`src/hw/rtl/assert_macros.svh`:
```
// ----------------------------------------------------------------------------
// assert_macros.svh
// Concurrent assertion macros shared by the RTL of this project.
// ----------------------------------------------------------------------------
`ifndef ASSERT_MACROS_SVH
`define ASSERT_MACROS_SVH

`ifndef NO_ASSERTIONS

// Clocked property, ignored while reset is asserted (active-low reset)
`define ASSERT_CLK(lbl, clk, rst_n, prop) \
    lbl: assert property (@(posedge clk) disable iff (!rst_n) prop) \
        else $error("assertion failed");

// Clocked property, checked during reset as well
`define ASSERT_CLK_ALWAYS(lbl, clk, prop) \
    lbl: assert property (@(posedge clk) prop) \
        else $error("assertion failed");

`else

`define ASSERT_CLK(lbl, clk, rst_n, prop)
`define ASSERT_CLK_ALWAYS(lbl, clk, prop)

`endif

`endif

```
`src/hw/rtl/spad_pkg.sv`:
```
// ----------------------------------------------------------------------------
// spad_pkg
// Types and constants for the speed auto-pause debouncer.
// ----------------------------------------------------------------------------
package spad_pkg;

    localparam int unsigned CFG_IDX_W = 3;
    localparam int unsigned CFG_DATA_W = 32;

    localparam logic [CFG_IDX_W-1:0] REG_ENABLE        = 3'd0;
    localparam logic [CFG_IDX_W-1:0] REG_PAUSE_THR     = 3'd1;
    localparam logic [CFG_IDX_W-1:0] REG_RESUME_HYST   = 3'd2;
    localparam logic [CFG_IDX_W-1:0] REG_PAUSE_DELAY   = 3'd3;
    localparam logic [CFG_IDX_W-1:0] REG_RESUME_DELAY  = 3'd4;

    localparam logic [1:0] ACT_NONE   = 2'd0;
    localparam logic [1:0] ACT_PAUSE  = 2'd1;
    localparam logic [1:0] ACT_RESUME = 2'd2;

    localparam logic [1:0] MODE_STOPPED = 2'd0;
    localparam logic [1:0] MODE_RUNNING = 2'd1;
    localparam logic [1:0] MODE_PAUSED  = 2'd2;

    localparam logic [15:0] SPEED_MAX = 16'hFFFF;

    typedef struct packed {
        logic        enable;
        logic [15:0] pause_threshold;
        logic [15:0] resume_hysteresis;
        logic [31:0] pause_delay_ms;
        logic [31:0] resume_delay_ms;
    } t_cfg;

    typedef struct packed {
        logic        auto_paused;
        logic [1:0]  ride_mode;
        logic        fix_valid;
        logic [15:0] speed;
        logic [31:0] now_ms;
    } t_item;

endpackage

```
`src/hw/rtl/spad_cfg_regs.sv`:
```
// ----------------------------------------------------------------------------
// spad_cfg_regs
// Configuration register file; unknown indexes are ignored.
// ----------------------------------------------------------------------------
module spad_cfg_regs (
    input  logic                              i_clk,
    input  logic                              i_rst_n,
    input  logic                              i_cfg_we,
    input  logic [spad_pkg::CFG_IDX_W-1:0]    i_cfg_idx,
    input  logic [spad_pkg::CFG_DATA_W-1:0]   i_cfg_wdata,
    output spad_pkg::t_cfg                    o_cfg
);

    spad_pkg::t_cfg r_cfg;

    always_ff @(posedge i_clk) begin
        if (!i_rst_n) begin
            r_cfg.enable            <= 1'b0;
            r_cfg.pause_threshold   <= 16'd300;
            r_cfg.resume_hysteresis <= 16'd200;
            r_cfg.pause_delay_ms    <= 32'd3000;
            r_cfg.resume_delay_ms   <= 32'd2000;
        end else if (i_cfg_we) begin
            case (i_cfg_idx)
                spad_pkg::REG_ENABLE:       r_cfg.enable            <= i_cfg_wdata[0];
                spad_pkg::REG_PAUSE_THR:    r_cfg.pause_threshold   <= i_cfg_wdata[15:0];
                spad_pkg::REG_RESUME_HYST:  r_cfg.resume_hysteresis <= i_cfg_wdata[15:0];
                spad_pkg::REG_PAUSE_DELAY:  r_cfg.pause_delay_ms    <= i_cfg_wdata[31:0];
                spad_pkg::REG_RESUME_DELAY: r_cfg.resume_delay_ms   <= i_cfg_wdata[31:0];
                default: begin
                end
            endcase
        end
    end

    assign o_cfg = r_cfg;

endmodule

```
`src/hw/rtl/spad_core.sv`:
```
// ----------------------------------------------------------------------------
// spad_core
// Debounce timers and the pause/resume decision for one report per cycle in which i_adv is high.
// ----------------------------------------------------------------------------
`include "assert_macros.svh"

module spad_core (
    input  logic            i_clk,
    input  logic            i_rst_n,
    input  logic            i_adv,
    input  spad_pkg::t_cfg  i_cfg,
    input  spad_pkg::t_item i_item,
    output logic [1:0]      o_action
);

    logic        r_low_timing;
    logic [31:0] r_low_start;
    logic        r_high_timing;
    logic [31:0] r_high_start;

    logic        n_low_timing;
    logic [31:0] n_low_start;
    logic        n_high_timing;
    logic [31:0] n_high_start;

    logic [16:0] thr_sum;
    logic [15:0] resume_thr;
    logic [31:0] low_elapsed;
    logic [31:0] high_elapsed;

    assign thr_sum      = {1'b0, i_cfg.pause_threshold} + {1'b0, i_cfg.resume_hysteresis};
    assign resume_thr   = thr_sum[16] ? spad_pkg::SPEED_MAX : thr_sum[15:0];
    assign low_elapsed  = i_item.now_ms - r_low_start;
    assign high_elapsed = i_item.now_ms - r_high_start;

    always_comb begin
        n_low_timing  = r_low_timing;
        n_low_start   = r_low_start;
        n_high_timing = r_high_timing;
        n_high_start  = r_high_start;
        o_action      = spad_pkg::ACT_NONE;

        if (!i_cfg.enable) begin
            n_low_timing  = 1'b0;
            n_low_start   = '0;
            n_high_timing = 1'b0;
            n_high_start  = '0;
            o_action      = i_item.auto_paused ? spad_pkg::ACT_RESUME : spad_pkg::ACT_NONE;
        end else if (i_item.ride_mode == spad_pkg::MODE_STOPPED || !i_item.fix_valid) begin
            n_low_timing  = 1'b0;
            n_low_start   = '0;
            n_high_timing = 1'b0;
            n_high_start  = '0;
        end else if (i_item.ride_mode == spad_pkg::MODE_RUNNING && !i_item.auto_paused) begin
            n_high_timing = 1'b0;
            if (i_item.speed <= i_cfg.pause_threshold) begin
                if (!r_low_timing) begin
                    n_low_timing = 1'b1;
                    n_low_start  = i_item.now_ms;
                end else if (low_elapsed >= i_cfg.pause_delay_ms) begin
                    n_low_timing  = 1'b0;
                    n_low_start   = '0;
                    n_high_start  = '0;
                    o_action      = spad_pkg::ACT_PAUSE;
                end
            end else begin
                n_low_timing = 1'b0;
            end
        end else begin
            n_low_timing = 1'b0;
            if (i_item.ride_mode != spad_pkg::MODE_PAUSED || !i_item.auto_paused) begin
                n_high_timing = 1'b0;
            end else if (i_item.speed >= resume_thr) begin
                if (!r_high_timing) begin
                    n_high_timing = 1'b1;
                    n_high_start  = i_item.now_ms;
                end else if (high_elapsed >= i_cfg.resume_delay_ms) begin
                    n_high_timing = 1'b0;
                    n_low_start   = '0;
                    n_high_start  = '0;
                    o_action      = spad_pkg::ACT_RESUME;
                end
            end else begin
                n_high_timing = 1'b0;
            end
        end
    end

    always_ff @(posedge i_clk) begin
        if (!i_rst_n) begin
            r_low_timing  <= 1'b0;
            r_low_start   <= '0;
            r_high_timing <= 1'b0;
            r_high_start  <= '0;
        end else if (i_adv) begin
            r_low_timing  <= n_low_timing;
            r_low_start   <= n_low_start;
            r_high_timing <= n_high_timing;
            r_high_start  <= n_high_start;
        end
    end

    // Only one debounce timer can be armed at a time
    `ASSERT_CLK(a_one_timer, i_clk, i_rst_n, !(r_low_timing && r_high_timing))
    // A fired action disarms both timers
    `ASSERT_CLK(a_fire_clears, i_clk, i_rst_n,
        (i_adv && o_action != spad_pkg::ACT_NONE) |=> (!r_low_timing && !r_high_timing))
    // Disabled processing leaves nothing armed
    `ASSERT_CLK(a_disable_clears, i_clk, i_rst_n,
        (i_adv && !i_cfg.enable) |=> (!r_low_timing && !r_high_timing))

endmodule

```
`src/hw/rtl/speed_auto_pause_debouncer_unit.sv`:
```
// ----------------------------------------------------------------------------
// speed_auto_pause_debouncer_unit
// Auto-pause debouncer: turns speed reports into pause/resume requests.
// ----------------------------------------------------------------------------
// Takes one speed report per clock unless the result side stalls, and returns
// exactly one action per report (none, pause or resume), in order. Throughput
// is one report per cycle while the receiver keeps up; a result is valid once
// its report has passed the input register, where the decision is made, and
// has landed in the result register. The cycle is set by the
// decision path: a 32-bit elapsed-time subtraction and compare against the
// programmed delay. Timer state is updated as each report leaves the input
// register, so back-to-back reports see the state left by the one before.
// Configuration is a plain write port; write only while the unit is idle.
// ----------------------------------------------------------------------------
`include "assert_macros.svh"

module speed_auto_pause_debouncer_unit (
    input  logic                            i_clk,
    input  logic                            i_rst_n,
    input  logic                            i_cfg_we,
    input  logic [spad_pkg::CFG_IDX_W-1:0]  i_cfg_idx,
    input  logic [spad_pkg::CFG_DATA_W-1:0] i_cfg_wdata,
    input  logic                            i_in_valid,
    output logic                            o_in_ready,
    input  logic                            i_auto_paused,
    input  logic [1:0]                      i_ride_mode,
    input  logic                            i_fix_valid,
    input  logic [15:0]                     i_speed,
    input  logic [31:0]                     i_now_ms,
    output logic                            o_out_valid,
    input  logic                            i_out_ready,
    output logic [1:0]                      o_action
);

    spad_pkg::t_cfg  cfg;
    spad_pkg::t_item r_item;
    logic            r_in_valid;
    logic            r_out_valid;
    logic [1:0]      r_action;
    logic [1:0]      core_action;
    logic            adv;

    assign adv        = r_in_valid && (!r_out_valid || i_out_ready);
    assign o_in_ready = !r_in_valid || adv;

    spad_cfg_regs u_cfg (
        .i_clk       (i_clk),
        .i_rst_n     (i_rst_n),
        .i_cfg_we    (i_cfg_we),
        .i_cfg_idx   (i_cfg_idx),
        .i_cfg_wdata (i_cfg_wdata),
        .o_cfg       (cfg)
    );

    spad_core u_core (
        .i_clk    (i_clk),
        .i_rst_n  (i_rst_n),
        .i_adv    (adv),
        .i_cfg    (cfg),
        .i_item   (r_item),
        .o_action (core_action)
    );

    always_ff @(posedge i_clk) begin
        if (!i_rst_n) begin
            r_in_valid  <= 1'b0;
            r_out_valid <= 1'b0;
        end else begin
            if (o_in_ready) begin
                r_in_valid <= i_in_valid;
            end
            if (adv) begin
                r_out_valid <= 1'b1;
            end else if (i_out_ready) begin
                r_out_valid <= 1'b0;
            end
        end
    end

    always_ff @(posedge i_clk) begin
        if (i_in_valid && o_in_ready) begin
            r_item.auto_paused <= i_auto_paused;
            r_item.ride_mode   <= i_ride_mode;
            r_item.fix_valid   <= i_fix_valid;
            r_item.speed       <= i_speed;
            r_item.now_ms      <= i_now_ms;
        end
        if (adv) begin
            r_action <= core_action;
        end
    end

    assign o_out_valid = r_out_valid;
    assign o_action    = r_action;

    // Free result slot always lets a new transfer in
    `ASSERT_CLK(a_ready_when_free, i_clk, i_rst_n, !r_out_valid |-> o_in_ready)
    // Every decision lands in the result register
    `ASSERT_CLK(a_adv_fills_out, i_clk, i_rst_n, adv |=> r_out_valid)
    // A held report is not dropped while the result side stalls
    `ASSERT_CLK(a_hold_item, i_clk, i_rst_n, (r_in_valid && !adv) |=> r_in_valid)

endmodule

```
`config.mk`:
```
export PLATFORM = sky130hd
export DESIGN_NAME = speed_auto_pause_debouncer_unit
export DESIGN_NICKNAME = d
export VERILOG_FILES = /design/src/hw/rtl/spad_pkg.sv /design/src/hw/rtl/spad_cfg_regs.sv /design/src/hw/rtl/spad_core.sv /design/src/hw/rtl/speed_auto_pause_debouncer_unit.sv
export VERILOG_INCLUDE_DIRS = /design/src /design/src/hw/rtl
export SDC_FILE = /design/constraint.sdc
export NUM_CORES = 1
export LEC_CHECK = 0
export BUFFER_PORTS_ARGS = -buffer_cell sky130_fd_sc_hd__buf_2
export CAP_MARGIN = 20
export CELL_PAD_IN_SITES_DETAIL_PLACEMENT = 0
export CELL_PAD_IN_SITES_GLOBAL_PLACEMENT = 1
export CORE_UTILIZATION = 47
export DETAILED_ROUTE_END_ITERATION = 16
export GPL_TIMING_DRIVEN = 1
export PLACE_DENSITY_LB_ADDON = 0.1
export SETUP_SLACK_MARGIN = 0.02
export SYNTH_ARGS = -nofsm -noshare
export SYNTH_HDL_FRONTEND = slang
export SYNTH_SLANG_ARGS = --single-unit
export TNS_END_PERCENT = 30
```
`constraint.sdc`:
```
create_clock -name i_clk -period 6.6 [get_ports i_clk]
set_input_delay 1.32 -clock i_clk [delete_from_list [all_inputs] [get_ports i_clk]]
set_output_delay 1.32 -clock i_clk [all_outputs]
set_load 0.01 [all_outputs]
```
==> summary.md, run 1 <==
| Metric | Value |
|---|---|
| Via count | `11900` |
| Fmax | `161 MHz` |
| Ys Warns | `0` |
| Most common cell in the netlist | `nand2_1` |
| Vias in the first global route | `11100` |
| I/O pins | `96` |
| First DRT Iteration DRCs | `832` |
| Synthesized area | `14400 µm²` |
| Crit path DAT | `6.63 ns` |
| GRT Overall Usage | `23.9%` |
| Post-route cell area | `16100 µm²` |
| Synth unique cells | `64` |
| Share of cells above drive strength 1 | `9.40%` |
| Root buf cell | `clkbuf_16` |
| Placeable core area | `29900 µm²` |
| Num CTS Buffers | `26` |
| Top cell type's share of synthesized area | `22.9%` |
| Post-synth top area cell | `dfxtp_1` |
| Max cap viols | `0` |
| TritonCTS clock tree | `done` |
| Cell count after synthesis | `1687` |
| Seq/Total Area, Yosys | `34.1%` |
| Worst min path class | `flop to flop` |
| P_sw | `0.935 mW` |
| CP max FO | `18` |
| Nets | `2036` |
| VDD IR max | `0.000181 V` |
| Reg clk slew, reported paths | `0.06 ns` |
| WP data required | `7.03 ns` |
| Area Growth Syn to Fin | `11.9%` |
| Initial cell density of the core | `48.3%` |
| Clk pwr share | `42.3%` |
| Sequential power share | `41.9%` |
| Post-layout util | `54.0%` |
| Largest net degree at the start of global routing | `106` |
| Drt first pass iters | `5` |
| Dpl cell area | `15300 µm²` |
| First-pass GRT wire length | `59100 µm` |
| Avg Inst Size Synth | `8.55 µm²` |
| Register area | `4920 µm²` |
| CP cell instances | `inv_1, ha_1, inv_1, fa_1, a211o_1, a2111oi_4, o211ai_1, a221oi_2, a31oi_1, o31a_1, a311oi_1, xnor2_1, ha_1, nand4_1, or4_1, or2_1, nor4_2, a211oi_1, nand2b_1, a221o_2, buf_12, mux2i_1` |
| Pre-CTS setup slack | `0.311 ns` |
| Tightest Pin Transition | `1.03 ns` |
| Syn Nets | `1956` |
| Post-DR vias/cell | `5.45` |
| Initial antenna violation count | `0` |
| Synth cell count leaders | `nand2_1 (281), ha_1 (174), dfxtp_1 (165), inv_1 (164), nand3_1 (91)` |
| Setup CP Type | `flop to flop` |
| Clk Latency, worst-skew pair | `0.55 ns` |
| Setup Fix Bufs, Post-CTS | `0` |
| Final setup violation count | `0` |
| Slew margin rel. | `31.4%` |
| Worst setup EP type | `flop` |
| Fill cell count | `2775` |
| Grt ovf | `0` |
| DRT antenna net count | `0` |
| Die span in x | `177 µm` |
| R2R Setup Slk | `0.40 ns` |
| Clock tree buffer depth | `3` |
| Int Pwr | `2.51 mW` |
| Top cells by area, synth | `dfxtp_1 (23%), ha_1 (15%), edfxtp_1 (11%)` |
| Pwr Density | `213 nW/µm²` |
| Total Wirelength | `37300 µm` |
| DIE AREA | `31400 µm²` |
| Final Hold Fails | `0` |
| # DRC | `0` |
| Final Max Slew Viols | `0` |
| Die height | `177 µm` |
| Final non-filler cell total | `2177` |
| FP Rows | `63` |
| Multi-input gate area | `8610 µm²` |
| Drt wl/cell | `17.1 µm` |
| Ys async rst share | `0%` |
| Synth Register Bits | `219` |
| Pleak | `6.49 nW` |
| Setup TNS | `0 ns` |
| Period utilization | `94.0%` |
| Unrepaired setup endpoints after global routing | `false` |
| H-Tree Depth | `1` |
| Post-synth top flop | `dfxtp_1` |
| ANT cells | `0` |
| CTS Sinks | `219` |
| Crit path time final | `6.20 ns` |
| Comb power frac | `15.7%` |
| Inst Count DP | `2129` |
| Final WS setup | `0.397 ns` |
| Port Buf Inserts | `95` |
| CP max stage cell | `or4_1` |
| Placer Congestion | `0.884` |
| Post-DP HPWL | `27600 µm` |
| Outcome | `complete, no violations` |
| EDFF count, synth | `54` |
| Fin Clk Skew | `0.0184 ns` |
| Sw frac | `27.2%` |
| CP startpoint kind | `flop` |
| CP max stage delay | `0.57 ns` |
==> per-layer routing <==
metal  GRT usage, %  vias to the layer above  part of all wire, %
met4           6.90                        0                  2.8
met1           34.0                     5479                   50
li1               -                     6071                    -
met5              0                        -                    0
met3           3.61                       55                  4.7
met2           37.0                      259                   42
==> power by group through the flow <==
stage	clock network, mW	logic (mW)	registers (mW)
after CTS	1.49	0.541	1.44
after global routing	1.54	0.611	1.45
final	1.46	0.542	1.44
after floorplan	0	0.384	1.46
after detailed placement	0	0.537	1.47
after global placement	0	0.530	1.47
==> layout make-up <==
type,instances,share of cell area (%)
multi-input cells,1243,53.3
flip-flops and latches,219,30.5
clock buffers,37,4.67
repair buffers,113,4.05
inverters,164,3.81
well taps,390,3.02
clock inverters,11,0.620
==> flip-flops by register name, summed over array words and instances, names as in the netlist <==
register	cells
o_out_valid	1
u_core.r_low_start	32
o_action	2
u_core.r_high_timing	1
u_core.r_high_start	32
u_cfg.o_cfg	97
u_core.r_low_timing	1
r_item	52
r_in_valid	1
==> logic make-up (layout without fill, tap and decap cells) <==
family                     count (synthesis)  in the layout  share of synthesized area [%]
xor gates and xnor gates                  61             61                           3.70
muxes                                     65             65                           4.51
and+or+nand+nor                          551            551                           17.5
adders and majority gates                177            177                           15.5
AOI/OAI and AO/OA                        389            389                           18.3
buffers and inverters                    225            325                           6.32
DFF                                      219            219                           34.1
==> critical path, delay by kind of cell (launching register included) <==
kind | cells | cell delay [ns]
buffers and inverters | 3 | 0.35
DFF | 1 | 0.41
adders and majority gates | 3 | 0.90
AOI/OAI and AO/OA | 9 | 2.69
muxes | 1 | 0.13
and+or+nand+nor | 5 | 1.45
xor gates and xnor gates | 1 | 0.10
==> through the flow <==
stage	power [mW]	hold WS, ns
floorplan	1.85	0.435
global placement	2.00	0.442
detailed placement	2.01	0.449
CTS	3.47	0.459
global route	3.60	0.468
finish	3.44	0.455
==> placed cells by master (no fill, tap or decap), types with 4 or more instances in the layout <==
cell / count
o21ai_0: 48
nand2_1: 281
a221oi_1: 5
a21o_1: 54
clkbuf_8: 4
nor4_1: 4
and4_1: 5
a31oi_1: 12
edfxtp_1: 54
o31ai_1: 4
buf_4: 15
dfxtp_1: 165
ha_1: 174
o21bai_1: 13
clkinv_1: 4
clkinv_2: 5
xor2_1: 19
xnor2_1: 42
clkbuf_1: 6
and2_1: 6
nor2b_1: 21
o211ai_1: 28
a211oi_1: 12
a21boi_0: 79
a21oi_1: 83
or2_2: 7
and3_1: 9
nand3_1: 91
nor2_1: 60
a2111oi_0: 6
o21a_1: 17
clkbuf_16: 27
mux2i_1: 65
nand2b_1: 10
buf_2: 94
inv_1: 164
nor3_1: 15
nand4_1: 17
or3_1: 4
==> final timing paths <==
kind	startpoint	endpoint	depth (start not counted)
worst max-delay path	r_item[0]$_DFFE_PP_	u_core.r_high_start[21]$_SDFFE_PN0P_	22
worst min-delay path	u_core.r_low_start[8]$_SDFFE_PN0P_	u_core.r_low_start[8]$_SDFFE_PN0P_	2
worst max register to register	r_item[0]$_DFFE_PP_	u_core.r_high_start[21]$_SDFFE_PN0P_	22
worst min register to register	u_core.r_low_start[8]$_SDFFE_PN0P_	u_core.r_low_start[8]$_SDFFE_PN0P_	2
==> repair_timing <==
action                     in CTS  in global routing
setup endpoints to repair       0                 58
hold buffers                    0                  0
resized for setup               0                  1
(Power assumes the default switching activity.)
==> run 2: changes to the inputs <==
--- a/config.mk
+++ b/config.mk
@@ -10,6 +10,7 @@
 export CAP_MARGIN = 20
 export CELL_PAD_IN_SITES_DETAIL_PLACEMENT = 0
 export CELL_PAD_IN_SITES_GLOBAL_PLACEMENT = 1
+export CORE_ASPECT_RATIO = 2
 export CORE_UTILIZATION = 47
 export DETAILED_ROUTE_END_ITERATION = 16
 export GPL_TIMING_DRIVEN = 1
==> summary.md, run 2 (synthesis results as in run 1) <==
| Metric | Value |
|---|---|
| Outcome | `complete, no violations` |
| Most common cell after layout, fill and taps aside | `nand2_1` |
| Root buf cell | `clkbuf_16` |
| Die height | `250 µm` |
| CP startpoint kind | `flop` |
| DRT antenna net count | `0` |
| Crit path time final | `6.13 ns` |
| Fin Clk Skew | `0.0314 ns` |
| FP Rows | `90` |
| WP data required | `7.00 ns` |
| Pleak | `6.43 nW` |
| Die span in x | `126 µm` |
| Clock tree buffer depth | `3` |
| Largest register FFs | `97` |
| I/O pins | `96` |
| Num CTS Buffers | `23` |
| Grt ovf | `0` |
| Setup CP Type | `flop to flop` |
| Worst min path class | `flop to flop` |
| Post-DP HPWL | `32500 µm` |
| Via count | `12100` |
| Initial antenna violation count | `0` |
| Clk Latency, worst-skew pair | `0.55 ns` |
| Post-route cell area | `16000 µm²` |
| Max cap viols | `0` |
| Placer Congestion | `0.858` |
| # DRC | `0` |
| ANT cells | `0` |
| DIE AREA | `31400 µm²` |
| GRT Overall Usage | `26.9%` |
| Final Hold Fails | `0` |
| Tightest Pin Transition | `1.05 ns` |
| TritonCTS clock tree | `done` |
| First-pass GRT wire length | `64500 µm` |
| Reg clk slew, reported paths | `0.06 ns` |
| Largest net degree at the start of global routing | `153` |
| Pwr Density | `207 nW/µm²` |
| Area Growth Syn to Fin | `11.1%` |
| Port Buf Inserts | `95` |
| Fmax | `163 MHz` |
| VDD IR max | `0.000222 V` |
| Initial cell density of the core | `47.8%` |
| Drt wl/cell | `19.5 µm` |
| Period utilization | `92.9%` |
| Dpl cell area | `15200 µm²` |
| Placeable core area | `30200 µm²` |
| Slew margin rel. | `29.8%` |
| CTS Sinks | `219` |
| Worst setup EP type | `flop` |
| Share of cells above drive strength 1 | `9.43%` |
| H-Tree Depth | `1` |
| Drt first pass iters | `5` |
| Crit path DAT | `6.53 ns` |
| Vias in the first global route | `12200` |
| Final Max Slew Viols | `0` |
| Total Wirelength | `41900 µm` |
| Most frequent cells in the layout | `nand2_1 (281), ha_1 (174), dfxtp_1 (165)` |
| Final setup violation count | `0` |
| CP max FO | `32` |
| Post-layout util | `53.1%` |
| Nets | `2034` |
| Post-DR vias/cell | `5.63` |
| First DRT Iteration DRCs | `466` |
==> run 2: path summary, 6_finish.rpt <==
check	startpoint	to	slack (ns)	depth (start not counted)
min	u_core.r_low_start[30]$_SDFFE_PN0P_	u_core.r_low_start[30]$_SDFFE_PN0P_	0.45	2
max	r_item[0]$_DFFE_PP_	u_core.r_high_start[18]$_SDFFE_PN0P_	0.47	23
min reg2reg	u_core.r_low_start[30]$_SDFFE_PN0P_	u_core.r_low_start[30]$_SDFFE_PN0P_	0.45	2
max reg2reg	r_item[0]$_DFFE_PP_	u_core.r_high_start[18]$_SDFFE_PN0P_	0.47	23
==> run 2: repair_timing <==
| item | 4_1_cts | 5_1_grt |
|---|---|---|
| endpoints found under the setup margin | 0 | 64 |
| resized for setup | 0 | 7 |
| setup buffers | 0 | 4 |
| hold buffers | 0 | 0 |
==> run 2: metrics by stage <==
stage / hold WS [ns] / TNS, ns / setup slack, ns / total power, mW / instances
after detailed placement: 0.448 / 0 / 0.258 / 2.03 / 2103
after global routing: 0.472 / -0.0605 / -0.0288 / 3.46 / 2149
after global placement: 0.441 / 0 / 0.376 / 2.02 / 2103
after CTS: 0.458 / 0 / 0.231 / 3.34 / 2144
final: 0.455 / 0 / 0.468 / 3.31 / 2149
after floorplan: 0.435 / 0 / 0.971 / 1.85 / 1687
==> run 2: cell type report <==
type / count / area, µm²
fill: 3006 / 14200
multi-input combinational: 1243 / 8620
sequential: 219 / 4920
timing repair buffer: 114 / 667
clock buffer: 30 / 622
inverter: 164 / 616
tap: 368 / 460
clock inverter: 11 / 114
==> run 2: layer usage <==
| layer | track usage (%) | wire, µm |
|---|---|---|
| met3 | 2.06 | 876 |
| met2 | 57.5 | 24600 |
| met4 | 14.6 | 2360 |
| met5 | 0 | 0 |
| met1 | 23.5 | 14100 |
==> run 2: power by group <==
group	internal [mW]	switching, mW	leakage [nW]
Clock	0.743	0.563	0.353
Sequential	1.41	0.0311	1.86
Combinational	0.234	0.328	4.22
Total	2.39	0.922	6.43
==> run 2: critical path: stages (launching register included) <==
cell and delay (ns):
edfxtp_1 0.41, inv_1 0.10, ha_1 0.17, inv_1 0.05
fa_1 0.42, a211o_1 0.37, a2111oi_4 0.41, o211ai_1 0.20
a221oi_2 0.27, buf_4 0.19, a31oi_1 0.11, o31a_1 0.30
a311oi_2 0.28, xnor2_1 0.10, ha_1 0.30, nand4_1 0.14
or4_4 0.58, or2_1 0.26, nor4_2 0.17, a211oi_2 0.14
nand2b_1 0.18, a221o_2 0.42, buf_12 0.20, mux2i_1 0.15
